## config.mk

```make
export PLATFORM = sky130hd
export DESIGN_NAME = cron_expression_matcher
export DESIGN_NICKNAME = d
export VERILOG_FILES = /design/src/hw/rtl/cem_pkg.sv /design/src/hw/rtl/cem_ctrl.sv /design/src/hw/rtl/cem_datapath.sv /design/src/hw/rtl/cron_expression_matcher.sv
export SDC_FILE = /design/constraint.sdc
export NUM_CORES = 1
export LEC_CHECK = 0
export ABC_AREA = 1
export BUFFER_PORTS_ARGS = -buffer_cell sky130_fd_sc_hd__buf_2
export CAP_MARGIN = 10
export CORE_ASPECT_RATIO = 0.9
export CORE_MARGIN = 4
export CORE_UTILIZATION = 58
export DETAILED_ROUTE_END_ITERATION = 10
export PLACE_DENSITY = 0.81
export SKIP_LAST_GASP = 1
export SYNTH_ARGS = -nofsm -noshare
export SYNTH_HDL_FRONTEND = slang
export SYNTH_SLANG_ARGS = --single-unit
```

## constraint.sdc

```tcl
create_clock -name i_clk -period 4.2 [get_ports i_clk]
set_input_delay 0.21 -clock i_clk [delete_from_list [all_inputs] [get_ports i_clk]]
set_output_delay 0.21 -clock i_clk [all_outputs]
set_load 0.03 [all_outputs]
```

## src/hw/rtl/cem_pkg.sv

```systemverilog
package cem_pkg;

    // Characters of the expression grammar.
    localparam logic [7:0] CH_SPACE = 8'h20;
    localparam logic [7:0] CH_TAB   = 8'h09;
    localparam logic [7:0] CH_COMMA = 8'h2C;
    localparam logic [7:0] CH_SLASH = 8'h2F;
    localparam logic [7:0] CH_DASH  = 8'h2D;
    localparam logic [7:0] CH_STAR  = 8'h2A;
    localparam logic [7:0] CH_ZERO  = 8'h30;
    localparam logic [7:0] CH_NINE  = 8'h39;

    // Result status codes.
    localparam logic [1:0] ST_NOMATCH = 2'd0;
    localparam logic [1:0] ST_MATCH   = 2'd1;
    localparam logic [1:0] ST_INVALID = 2'd2;

    // Part sections.
    localparam logic [1:0] SEC_BASE = 2'd0;
    localparam logic [1:0] SEC_END  = 2'd1;
    localparam logic [1:0] SEC_STEP = 2'd2;

    localparam logic [63:0] STEP_LIMIT = 64'h7FFF_FFFF_FFFF_FFFF;
    localparam logic [6:0]  NUM_SAT    = 7'd127;
    localparam logic [2:0]  MOD_LAST   = 3'd5;

    typedef struct packed {
        logic load;
        logic char_step;
        logic pe_start;
        logic mod_step;
        logic pe_fin;
        logic post_comma;
        logic post_field;
        logic emit;
    } t_dp_cmd;

    typedef struct packed {
        logic sep_fe;
        logic comma;
        logic in_sep;
        logic last;
        logic out_busy;
    } t_dp_stat;

    function automatic logic [6:0] field_min(input logic [2:0] idx);
        logic [6:0] r;
        case (idx)
            3'd2, 3'd3: r = 7'd1;
            default:    r = 7'd0;
        endcase
        return r;
    endfunction

    function automatic logic [6:0] field_max(input logic [2:0] idx);
        logic [6:0] r;
        case (idx)
            3'd0:    r = 7'd59;
            3'd1:    r = 7'd23;
            3'd2:    r = 7'd31;
            3'd3:    r = 7'd12;
            default: r = 7'd6;
        endcase
        return r;
    endfunction

    function automatic logic [6:0] sat_acc(input logic [6:0] n, input logic [3:0] d);
        logic [10:0] r;
        r = {1'b0, n, 3'b000} + {3'b000, n, 1'b0} + {7'd0, d};
        return (r > 11'(NUM_SAT)) ? NUM_SAT : r[6:0];
    endfunction

endpackage

```

## src/hw/rtl/cem_ctrl.sv

```systemverilog
module cem_ctrl (
    input  logic              i_clk,
    input  logic              i_rst_n,
    input  logic              i_in_valid,
    output logic              o_in_ready,
    input  cem_pkg::t_dp_stat i_stat,
    output cem_pkg::t_dp_cmd  o_cmd
);

    localparam logic [2:0] S_IDLE  = 3'd0;
    localparam logic [2:0] S_CHAR  = 3'd1;
    localparam logic [2:0] S_PE    = 3'd2;
    localparam logic [2:0] S_MOD   = 3'd3;
    localparam logic [2:0] S_PEFIN = 3'd4;
    localparam logic [2:0] S_POST  = 3'd5;
    localparam logic [2:0] S_LAST  = 3'd6;
    localparam logic [2:0] S_EMIT  = 3'd7;

    logic [2:0] r_state, n_state;
    logic [2:0] r_cnt, n_cnt;
    logic       r_post, n_post;   // 1: close the field, 0: close the part only

    always_comb begin
        n_state = r_state;
        n_cnt   = r_cnt;
        n_post  = r_post;
        unique case (r_state)
            S_IDLE: begin
                if (i_in_valid) n_state = S_CHAR;
            end
            S_CHAR: begin
                if (i_stat.sep_fe) begin
                    n_post  = 1'b1;
                    n_state = S_PE;
                end else if (i_stat.comma) begin
                    n_post  = 1'b0;
                    n_state = S_PE;
                end else begin
                    n_state = S_LAST;
                end
            end
            S_PE: begin
                n_cnt   = 3'd0;
                n_state = S_MOD;
            end
            S_MOD: begin
                if (r_cnt == cem_pkg::MOD_LAST) n_state = S_PEFIN;
                else n_cnt = r_cnt + 3'd1;
            end
            S_PEFIN: n_state = S_POST;
            S_POST:  n_state = S_LAST;
            S_LAST: begin
                if (i_stat.last && !i_stat.in_sep) begin
                    n_post  = 1'b1;
                    n_state = S_PE;
                end else if (i_stat.last) begin
                    n_state = S_EMIT;
                end else begin
                    n_state = S_IDLE;
                end
            end
            S_EMIT: begin
                if (!i_stat.out_busy) n_state = S_IDLE;
            end
            default: n_state = S_IDLE;
        endcase
    end

    always_ff @(posedge i_clk) begin
        if (!i_rst_n) begin
            r_state <= S_IDLE;
            r_cnt   <= 3'd0;
            r_post  <= 1'b0;
        end else begin
            r_state <= n_state;
            r_cnt   <= n_cnt;
            r_post  <= n_post;
        end
    end

    assign o_in_ready = (r_state == S_IDLE);

    always_comb begin
        o_cmd            = '0;
        o_cmd.load       = (r_state == S_IDLE) && i_in_valid;
        o_cmd.char_step  = (r_state == S_CHAR);
        o_cmd.pe_start   = (r_state == S_PE);
        o_cmd.mod_step   = (r_state == S_MOD);
        o_cmd.pe_fin     = (r_state == S_PEFIN);
        o_cmd.post_comma = (r_state == S_POST) && !r_post;
        o_cmd.post_field = (r_state == S_POST) && r_post;
        o_cmd.emit       = (r_state == S_EMIT) && !i_stat.out_busy;
    end

    a_cmd_onehot: assert property (@(posedge i_clk) disable iff (!i_rst_n)
        $onehot0(o_cmd))
        else $error("more than one datapath command at once");

    a_mod_count: assert property (@(posedge i_clk) disable iff (!i_rst_n)
        (r_state == S_MOD) |-> (r_cnt <= cem_pkg::MOD_LAST))
        else $error("remainder step counter overran");

    a_emit_done: assert property (@(posedge i_clk) disable iff (!i_rst_n)
        o_cmd.emit |=> (r_state == S_IDLE))
        else $error("controller did not return to idle after a result");

endmodule

```

## src/hw/rtl/cem_datapath.sv

```systemverilog
module cem_datapath #(
    parameter int MAX_LENGTH = 64
) (
    input  logic              i_clk,
    input  logic              i_rst_n,
    input  cem_pkg::t_dp_cmd  i_cmd,
    output cem_pkg::t_dp_stat o_stat,
    input  logic [31:0]       i_in_data,
    input  logic              i_in_last,
    output logic              o_out_valid,
    input  logic              i_out_ready,
    output logic [1:0]        o_out_status
);

    localparam int         CW      = $clog2(MAX_LENGTH + 1);
    localparam logic [CW-1:0] LEN_MAX = CW'(MAX_LENGTH);

    // Input item
    logic [7:0] r_char;
    logic       r_last;
    logic [5:0] r_minute;
    logic [4:0] r_hour;
    logic [4:0] r_dom;
    logic [3:0] r_month;
    logic [2:0] r_wday;

    // Parse state
    logic [2:0]    r_fn, n_fn;
    logic [CW-1:0] r_cc, n_cc;
    logic          r_in_sep, n_in_sep;
    logic [1:0]    r_sec, n_sec;
    logic [6:0]    r_rstart, n_rstart;
    logic [6:0]    r_rend, n_rend;
    logic [63:0]   r_step, n_step;
    logic          r_f_star, n_f_star;
    logic          r_f_d0, n_f_d0;
    logic          r_f_d1, n_f_d1;
    logic          r_f_d2, n_f_d2;
    logic          r_f_ovf, n_f_ovf;
    logic          r_f_dash, n_f_dash;
    logic          r_f_fstar, n_f_fstar;
    logic [6:0]    r_flen, n_flen;
    logic          r_fhit, n_fhit;
    logic [4:0]    r_hit, n_hit;
    logic [1:0]    r_star, n_star;
    logic          r_bad, n_bad;

    // Remainder unit
    logic       r_run, n_run;
    logic [5:0] r_rem, n_rem;
    logic [5:0] r_div, n_div;
    logic [5:0] r_mdiv, n_mdiv;

    // Result register
    logic       r_out_valid, n_out_valid;
    logic [1:0] r_out_status, n_out_status;

    logic        is_sep, is_digit, fn_ok, guard, e_any, in_rng;
    logic [2:0]  idx;
    logic [3:0]  dig;
    logic [5:0]  cur_v;
    logic [6:0]  fmin, fmax, first, last_v, diff7;
    logic [63:0] step_eff;
    logic [67:0] step10;
    logic [6:0]  rem_t;
    logic        dm, wd, comb_hit;

    assign is_sep   = (r_char == cem_pkg::CH_SPACE) || (r_char == cem_pkg::CH_TAB);
    assign is_digit = (r_char >= cem_pkg::CH_ZERO) && (r_char <= cem_pkg::CH_NINE);
    assign dig      = r_char[3:0];
    assign fn_ok    = (r_fn >= 3'd1) && (r_fn <= 3'd5);
    assign idx      = r_fn - 3'd1;
    assign fmin     = cem_pkg::field_min(idx);
    assign fmax     = cem_pkg::field_max(idx);
    assign step10   = {r_step, 3'b000} + {3'b000, r_step, 1'b0} + {64'd0, dig};
    assign rem_t    = {r_rem, r_div[5]};

    always_comb begin
        case (idx)
            3'd0:    cur_v = r_minute;
            3'd1:    cur_v = {1'b0, r_hour};
            3'd2:    cur_v = {1'b0, r_dom};
            3'd3:    cur_v = {2'b00, r_month};
            default: cur_v = {3'b000, r_wday};
        endcase
    end

    always_comb begin
        guard    = !r_fhit && !r_bad && fn_ok;
        e_any    = !(r_f_star || r_f_d0) || (r_f_dash && !r_f_d1) ||
                   ((r_sec == cem_pkg::SEC_STEP) && (!r_f_d2 || r_f_ovf || (r_step == 64'd0)));
        if (r_f_star) begin
            first  = fmin;
            last_v = fmax;
        end else if (r_f_dash) begin
            first  = r_rstart;
            last_v = r_rend;
        end else begin
            first  = r_rstart;
            last_v = r_rstart;
        end
        e_any    = e_any || (first < fmin) || (last_v > fmax) || (first > last_v);
        in_rng   = ({1'b0, cur_v} >= first) && ({1'b0, cur_v} <= last_v);
        diff7    = {1'b0, cur_v} - first;
        step_eff = (r_sec == cem_pkg::SEC_STEP) ? r_step : 64'd1;
    end

    assign o_stat.sep_fe   = is_sep && !r_in_sep;
    assign o_stat.comma    = !is_sep && (r_char == cem_pkg::CH_COMMA) &&
                             (r_in_sep ? (r_fn < 3'd5) : (!r_fhit && fn_ok));
    assign o_stat.in_sep   = r_in_sep;
    assign o_stat.last     = r_last;
    assign o_stat.out_busy = r_out_valid && !i_out_ready;

    assign dm       = r_hit[2];
    assign wd       = r_hit[4];
    assign comb_hit = (r_star == 2'b00) ? (dm | wd) : (dm & wd);

    always_comb begin
        n_fn = r_fn;   n_cc = r_cc;   n_in_sep = r_in_sep;  n_sec = r_sec;
        n_rstart = r_rstart;  n_rend = r_rend;  n_step = r_step;
        n_f_star = r_f_star;  n_f_d0 = r_f_d0;  n_f_d1 = r_f_d1;  n_f_d2 = r_f_d2;
        n_f_ovf = r_f_ovf;    n_f_dash = r_f_dash;  n_f_fstar = r_f_fstar;
        n_flen = r_flen;  n_fhit = r_fhit;  n_hit = r_hit;  n_star = r_star;
        n_bad = r_bad;
        n_run = r_run;  n_rem = r_rem;  n_div = r_div;  n_mdiv = r_mdiv;
        n_out_valid  = r_out_valid && !i_out_ready;
        n_out_status = r_out_status;

        if (i_cmd.char_step) begin
            if (r_cc < LEN_MAX) n_cc = r_cc + CW'(1);
            if (n_cc >= LEN_MAX) n_bad = 1'b1;
            if (!is_sep) begin
                if (r_in_sep) begin
                    n_in_sep = 1'b0;
                    if (r_fn < 3'd6) n_fn = r_fn + 3'd1;
                    n_fhit = 1'b0;  n_flen = 7'd0;
                    n_f_star = 1'b0; n_f_d0 = 1'b0; n_f_d1 = 1'b0; n_f_d2 = 1'b0;
                    n_f_ovf = 1'b0;  n_f_dash = 1'b0; n_f_fstar = 1'b0;
                    n_sec = cem_pkg::SEC_BASE;
                    n_rstart = 7'd0; n_rend = 7'd0; n_step = 64'd0;
                end
                if (n_fn > 3'd5) begin
                    n_bad = 1'b1;
                end else begin
                    if (n_flen < cem_pkg::NUM_SAT) n_flen = n_flen + 7'd1;
                    if ((n_flen == 7'd1) && (r_char == cem_pkg::CH_STAR)) n_f_fstar = 1'b1;
                    // A comma closes the part, which the controller runs separately.
                    if (!n_fhit && (r_char != cem_pkg::CH_COMMA)) begin
                        if (r_char == cem_pkg::CH_SLASH) begin
                            if (n_sec == cem_pkg::SEC_STEP) n_bad = 1'b1;
                            else n_sec = cem_pkg::SEC_STEP;
                        end else if (r_char == cem_pkg::CH_DASH) begin
                            if ((n_sec != cem_pkg::SEC_BASE) || n_f_star) n_bad = 1'b1;
                            else begin
                                n_sec    = cem_pkg::SEC_END;
                                n_f_dash = 1'b1;
                            end
                        end else if (r_char == cem_pkg::CH_STAR) begin
                            if ((n_sec != cem_pkg::SEC_BASE) || n_f_star || n_f_d0) n_bad = 1'b1;
                            else n_f_star = 1'b1;
                        end else if (is_digit) begin
                            if (n_sec == cem_pkg::SEC_BASE) begin
                                if (n_f_star) n_bad = 1'b1;
                                else begin
                                    n_rstart = cem_pkg::sat_acc(n_rstart, dig);
                                    n_f_d0   = 1'b1;
                                end
                            end else if (n_sec == cem_pkg::SEC_END) begin
                                n_rend = cem_pkg::sat_acc(n_rend, dig);
                                n_f_d1 = 1'b1;
                            end else begin
                                // The step register is still r_step here: a new field
                                // cannot already be in the step section.
                                if (step10 > {4'd0, cem_pkg::STEP_LIMIT}) n_f_ovf = 1'b1;
                                else n_step = step10[63:0];
                                n_f_d2 = 1'b1;
                            end
                        end else begin
                            n_bad = 1'b1;
                        end
                    end
                end
            end
        end

        if (i_cmd.pe_start) begin
            n_run = 1'b0;
            if (guard) begin
                if (e_any) begin
                    n_bad = 1'b1;
                end else if (in_rng) begin
                    if (step_eff >= 64'd64) begin
                        // The difference is below 64, so only zero divides evenly.
                        if (diff7 == 7'd0) n_fhit = 1'b1;
                    end else begin
                        n_run  = 1'b1;
                        n_rem  = 6'd0;
                        n_div  = diff7[5:0];
                        n_mdiv = step_eff[5:0];
                    end
                end
            end
        end

        if (i_cmd.mod_step) begin
            if (rem_t >= {1'b0, r_mdiv}) n_rem = 6'(rem_t - {1'b0, r_mdiv});
            else n_rem = rem_t[5:0];
            n_div = {r_div[4:0], 1'b0};
        end

        if (i_cmd.pe_fin) begin
            if (r_run && (r_rem == 6'd0)) n_fhit = 1'b1;
            n_run = 1'b0;
        end

        if (i_cmd.post_comma) begin
            n_sec = cem_pkg::SEC_BASE;
            n_rstart = 7'd0; n_rend = 7'd0; n_step = 64'd0;
            n_f_star = 1'b0; n_f_d0 = 1'b0; n_f_d1 = 1'b0; n_f_d2 = 1'b0;
            n_f_ovf = 1'b0;  n_f_dash = 1'b0;
        end

        if (i_cmd.post_field) begin
            if (fn_ok) begin
                if (r_fhit) n_hit[idx] = 1'b1;
                if ((r_flen == 7'd1) && r_f_fstar) begin
                    if (idx == 3'd2) n_star[0] = 1'b1;
                    if (idx == 3'd4) n_star[1] = 1'b1;
                end
            end
            n_in_sep = 1'b1;
        end

        if (i_cmd.emit) begin
            n_out_valid = 1'b1;
            if (r_bad || (r_fn != 3'd5)) n_out_status = cem_pkg::ST_INVALID;
            else if ((r_hit & 5'b01011) != 5'b01011) n_out_status = cem_pkg::ST_NOMATCH;
            else if (comb_hit) n_out_status = cem_pkg::ST_MATCH;
            else n_out_status = cem_pkg::ST_NOMATCH;
            n_fn = 3'd0;  n_cc = '0;  n_in_sep = 1'b1;  n_sec = cem_pkg::SEC_BASE;
            n_rstart = 7'd0;  n_rend = 7'd0;  n_step = 64'd0;
            n_f_star = 1'b0; n_f_d0 = 1'b0; n_f_d1 = 1'b0; n_f_d2 = 1'b0;
            n_f_ovf = 1'b0;  n_f_dash = 1'b0; n_f_fstar = 1'b0;
            n_flen = 7'd0;  n_fhit = 1'b0;  n_hit = 5'd0;  n_star = 2'd0;  n_bad = 1'b0;
        end
    end

    always_ff @(posedge i_clk) begin
        if (i_cmd.load) begin
            r_char   <= i_in_data[7:0];
            r_minute <= i_in_data[13:8];
            r_hour   <= i_in_data[18:14];
            r_dom    <= i_in_data[23:19];
            r_month  <= i_in_data[27:24];
            r_wday   <= i_in_data[30:28];
            r_last   <= i_in_last;
        end
        r_rstart <= n_rstart;
        r_rend   <= n_rend;
        r_step   <= n_step;
        r_rem    <= n_rem;
        r_div    <= n_div;
        r_mdiv   <= n_mdiv;
        r_out_status <= n_out_status;
    end

    always_ff @(posedge i_clk) begin
        if (!i_rst_n) begin
            r_fn <= 3'd0;  r_cc <= '0;  r_in_sep <= 1'b1;  r_sec <= cem_pkg::SEC_BASE;
            r_f_star <= 1'b0; r_f_d0 <= 1'b0; r_f_d1 <= 1'b0; r_f_d2 <= 1'b0;
            r_f_ovf <= 1'b0;  r_f_dash <= 1'b0; r_f_fstar <= 1'b0;
            r_flen <= 7'd0;  r_fhit <= 1'b0;  r_hit <= 5'd0;  r_star <= 2'd0;
            r_bad <= 1'b0;   r_run <= 1'b0;   r_out_valid <= 1'b0;
        end else begin
            r_fn <= n_fn;  r_cc <= n_cc;  r_in_sep <= n_in_sep;  r_sec <= n_sec;
            r_f_star <= n_f_star; r_f_d0 <= n_f_d0; r_f_d1 <= n_f_d1; r_f_d2 <= n_f_d2;
            r_f_ovf <= n_f_ovf;   r_f_dash <= n_f_dash; r_f_fstar <= n_f_fstar;
            r_flen <= n_flen;  r_fhit <= n_fhit;  r_hit <= n_hit;  r_star <= n_star;
            r_bad <= n_bad;    r_run <= n_run;    r_out_valid <= n_out_valid;
        end
    end

    assign o_out_valid  = r_out_valid;
    assign o_out_status = r_out_status;

endmodule

```

## src/hw/rtl/cron_expression_matcher.sv

```systemverilog
// One character per input transfer. A plain character passes the load,
// character and last-check states before the next can be accepted; a
// character that closes a part or a field also runs the 6-step remainder
// unit, the final one possibly twice before it waits for the output register.
// Synchronous active-low reset returns the parser to the start of an expression.
module cron_expression_matcher #(
    parameter int MAX_LENGTH = 64
) (
    input  logic        i_clk,
    input  logic        i_rst_n,
    input  logic        s_axis_tvalid,
    output logic        s_axis_tready,
    // [7:0] expr_char, [13:8] minute, [18:14] hour, [23:19] day_of_month,
    // [27:24] month_number, [30:28] weekday, [31] zero
    input  logic [31:0] s_axis_tdata,
    input  logic        s_axis_tlast,
    output logic        m_axis_tvalid,
    input  logic        m_axis_tready,
    // [1:0] status, [7:2] zero
    output logic [7:0]  m_axis_tdata
);

    cem_pkg::t_dp_cmd  cmd;
    cem_pkg::t_dp_stat stat;
    logic [1:0]        status;

    cem_ctrl u_ctrl (
        .i_clk      (i_clk),
        .i_rst_n    (i_rst_n),
        .i_in_valid (s_axis_tvalid),
        .o_in_ready (s_axis_tready),
        .i_stat     (stat),
        .o_cmd      (cmd)
    );

    cem_datapath #(
        .MAX_LENGTH (MAX_LENGTH)
    ) u_datapath (
        .i_clk        (i_clk),
        .i_rst_n      (i_rst_n),
        .i_cmd        (cmd),
        .o_stat       (stat),
        .i_in_data    (s_axis_tdata),
        .i_in_last    (s_axis_tlast),
        .o_out_valid  (m_axis_tvalid),
        .i_out_ready  (m_axis_tready),
        .o_out_status (status)
    );

    assign m_axis_tdata = {6'd0, status};

endmodule
```

==> run summary <==
CP max FO -> 8
Worst skew pair latency -> 0.45 ns
Max-Cap Viols -> 0
Critical path class -> flip-flop to flip-flop
Slew margin rel. -> 18.3%
Largest net degree at the start of global routing -> 93
Antenna-violating nets left -> 0
Skew final -> 0.0132 ns
Port Buffers -> 39
I/O pin cnt -> 47
Core Region -> 28,800 um^2
Hold Slack -> 0.0645 ns
Post-layout util -> 64.6%
Clk sinks -> 175
Wire length on met2 -> 23,200 um
Crit path DAT -> 4.24 ns
Post-Syn Area per Cell -> 6.58 um^2
Startpoint Class -> flip-flop
Cells after Synth -> 2,570
YS warnings -> 0
Most common cell after layout, fill and taps aside -> nand2_1
Placed Area -> 17,500 um^2
Placer congestion estimate -> 0.955
Sequential fraction of the synthesis area -> 23.7%
Total GRT Usage -> 31.8%
Starting Density -> 58.7%
Sum Neg Setup Slack -> 0 ns
Pwr dens -> 663 nW/um^2
Fillcell total -> 2,602
Final period util -> 94.9%
Via count -> 17,800
Number of synthesized flops with an enable pin -> 51
Top routing layer used -> met4
Ys flop type -> dfxtp_1
Yosys top cell area share -> 14.7%
Metal-1 WL -> 22,800 um
Vias in the first global route -> 16,700
CTS Root Cell -> clkbuf_16
Hold Fails Final Rpt -> 0
Hold crit path type -> primary input to flip-flop
Clock-pin slew of the registers on the worst-case setup and hold paths -> 0.07 ns
Tmin final -> 3.99 ns
DRT Pass-1 Iters -> 6
CTS tree -> done
Most frequent cells in the layout -> nand2_1, inv_1, a21oi_1, nor2_1, ha_1
Post-synthesis register bit count -> 175
1st-iter DRT viols -> 1,956
Die height -> 170 um
Detailed Route WL -> 52,000 um
Met3 wire len -> 4530 um
Initial antenna violation count -> 0
Layout area overhead -> 9.97%
Final total power -> 12.3 mW
Synth area leaders -> dfxtp_1, ha_1, nand2_1
Avg WL per Cell -> 17.3 um
Dpl hpwl -> 38,500 um
Tightest Pin Transition -> 1.22 ns
Cell area after synthesis -> 16,900 um^2
Clk buf depth -> 2
Peak supply drop -> 0.363 mV
Site row count -> 59
Status -> finished clean
Multi-input gate area -> 11,400 um^2
NumNets Final -> 2,857
Grt ovf -> 0
Yosys cell types -> 62
Leakage -> 8.73 nW
Vias per cell -> 5.93
Sequential Area -> 4020 um^2
Final setup vio count -> 0
DRC -> 0
CTS buffer count -> 17
CP endpoint kind -> flip-flop
Fmax -> 251 MHz
Die area -> 31,900 um^2
Synth area leader -> dfxtp_1
Final Max Tran Viols -> 0
Die W -> 188 um
H-tree depth -> 4
CP required -> 4.45 ns
Share of cells above drive strength 1 -> 7.67%
Ys async rst share -> 0%
First-pass GRT wire length -> 83,900 um
Final Cell Area -> 18,600 um^2
sequential cells by signal (all words and copies together), names as in the netlist, 2 cells and up, named ones only:
signal                   cells
u_datapath.r_step           64
u_datapath.r_char            8
u_datapath.r_flen            7
u_datapath.r_rend            7
u_datapath.r_rstart          7
u_datapath.r_div             6
u_datapath.r_mdiv            6
u_datapath.r_minute          6
u_datapath.r_rem             6
u_datapath.r_cc              5
u_datapath.r_dom             5
u_datapath.r_hit             5
u_datapath.r_hour            5
u_datapath.r_month           4
u_ctrl.r_cnt                 3
u_ctrl.r_state               3
u_datapath.r_fn              3
u_datapath.r_wday            3
u_datapath.o_out_status      2
u_datapath.r_sec             2
u_datapath.r_star            2
what timing repair did:
action,in CTS,in global routing
pin swaps,0,8
hold buffers,32,0
setup endpoints to repair,11,33
hold endpoints to repair,32,0
cloned,0,1
resized for setup,1,26
buffers inserted,0,1
layout make-up:
type | count | share of cell area [%]
Inverter | 325 | 6.58
Clock buffer | 17 | 2.29
Antenna cell | 1 | 0.0135
Timing Repair Buffer | 114 | 4.58
Clock inverter | 15 | 1.04
Multi-Input combinational cell | 1986 | 61.4
Tap cell | 366 | 2.46
Sequential cell | 175 | 21.6
cells by family (layout without fill, tap and decap cells):
family | after synthesis | after routing | synth area share, %
simple gates | 1115 | 1116 | 27.6
compound gates | 594 | 594 | 20.1
buf+inv | 415 | 471 | 9.73
fa+ha+maj | 201 | 201 | 15.2
flops | 175 | 175 | 23.7
xor+xnor | 69 | 69 | 3.58
other cells | 1 | 7 | 0.0222
path summary, 6_finish.rpt:
kind | startpoint | to | slack, ns | cells past startpoint
hold reg to reg | u_datapath.r_hit[0] | u_datapath.r_hit[0] | 0.47 | 2
setup / recovery | u_datapath.r_fn[0] | u_datapath.r_div[3] | 0.21 | 21
setup reg to reg | u_datapath.r_fn[0] | u_datapath.r_div[3] | 0.21 | 21
hold / removal | i_rst_n | u_ctrl.r_state[2] | 0.06 | 3
stage by stage:
step	cells	worst slack, ns
floorplan	2575	0.0463
global placement	2932	0.146
detailed placement	2932	0.00189
CTS	2996	0.0362
global route	2998	-0.130
finish	2999	0.213
layer usage:
metal	GRT usage, %	vias up
met5	0	-
met4	10.1	0
met3	5.99	109
met2	51.8	750
met1	43.1	8147
li1	-	8770
critical path, stage by stage, from the launching register on:
cell and delay [ns]:
dfxtp_1 0.33, inv_1 0.07, ha_1 0.20, ha_1 0.29, inv_1 0.05, nand2_1 0.09, inv_1 0.09, buf_4 0.17
nor2_1 0.11, nand2_1 0.12, inv_1 0.11, nor2_1 0.08, a31oi_2 0.22, inv_1 0.07, ha_1 0.29, a21o_1 0.19
a221o_1 0.39, a21oi_2 0.16, nand3_2 0.17, nor2_2 0.18, nand2_4 0.13, o31ai_1 0.29
power by group:
part / internal [mW] / switching [mW]
sequential: 2.20 / 0.601
clock: 0.910 / 0.818
combinational: 2.78 / 5.03
cells in the mapped netlist, types with 3 or more instances:
| cell type | count |
|---|---|
| nand2_1 | 622 |
| inv_1 | 308 |
| a21oi_1 | 299 |
| nor2_1 | 233 |
| ha_1 | 193 |
| dfxtp_1 | 124 |
| nand3_1 | 122 |
| o21ai_0 | 115 |
| clkbuf_1 | 66 |
| a31oi_1 | 52 |
| edfxtp_1 | 51 |
| nor3_1 | 43 |
| xor2_1 | 37 |
| xnor2_1 | 32 |
| nand4_1 | 27 |
| nor4_1 | 24 |
| o21ai_1 | 23 |
| o211ai_1 | 16 |
| o21bai_1 | 16 |
| inv_2 | 14 |
| nor2_2 | 12 |
| nand2_2 | 10 |
| buf_4 | 8 |
| fa_1 | 8 |
| o2111ai_1 | 8 |
| a21o_1 | 7 |
| a221oi_1 | 7 |
| buf_6 | 7 |
| o221ai_1 | 7 |
| a21oi_2 | 6 |
| o211ai_2 | 6 |
| buf_1 | 5 |
| nand3b_1 | 5 |
| a211oi_1 | 4 |
| buf_2 | 4 |
| nor3_2 | 4 |
| o21a_1 | 4 |
| o31ai_1 | 4 |
| or2_2 | 4 |
| a22o_1 | 3 |
| clkinv_1 | 3 |
(Power assumes the default switching activity.)
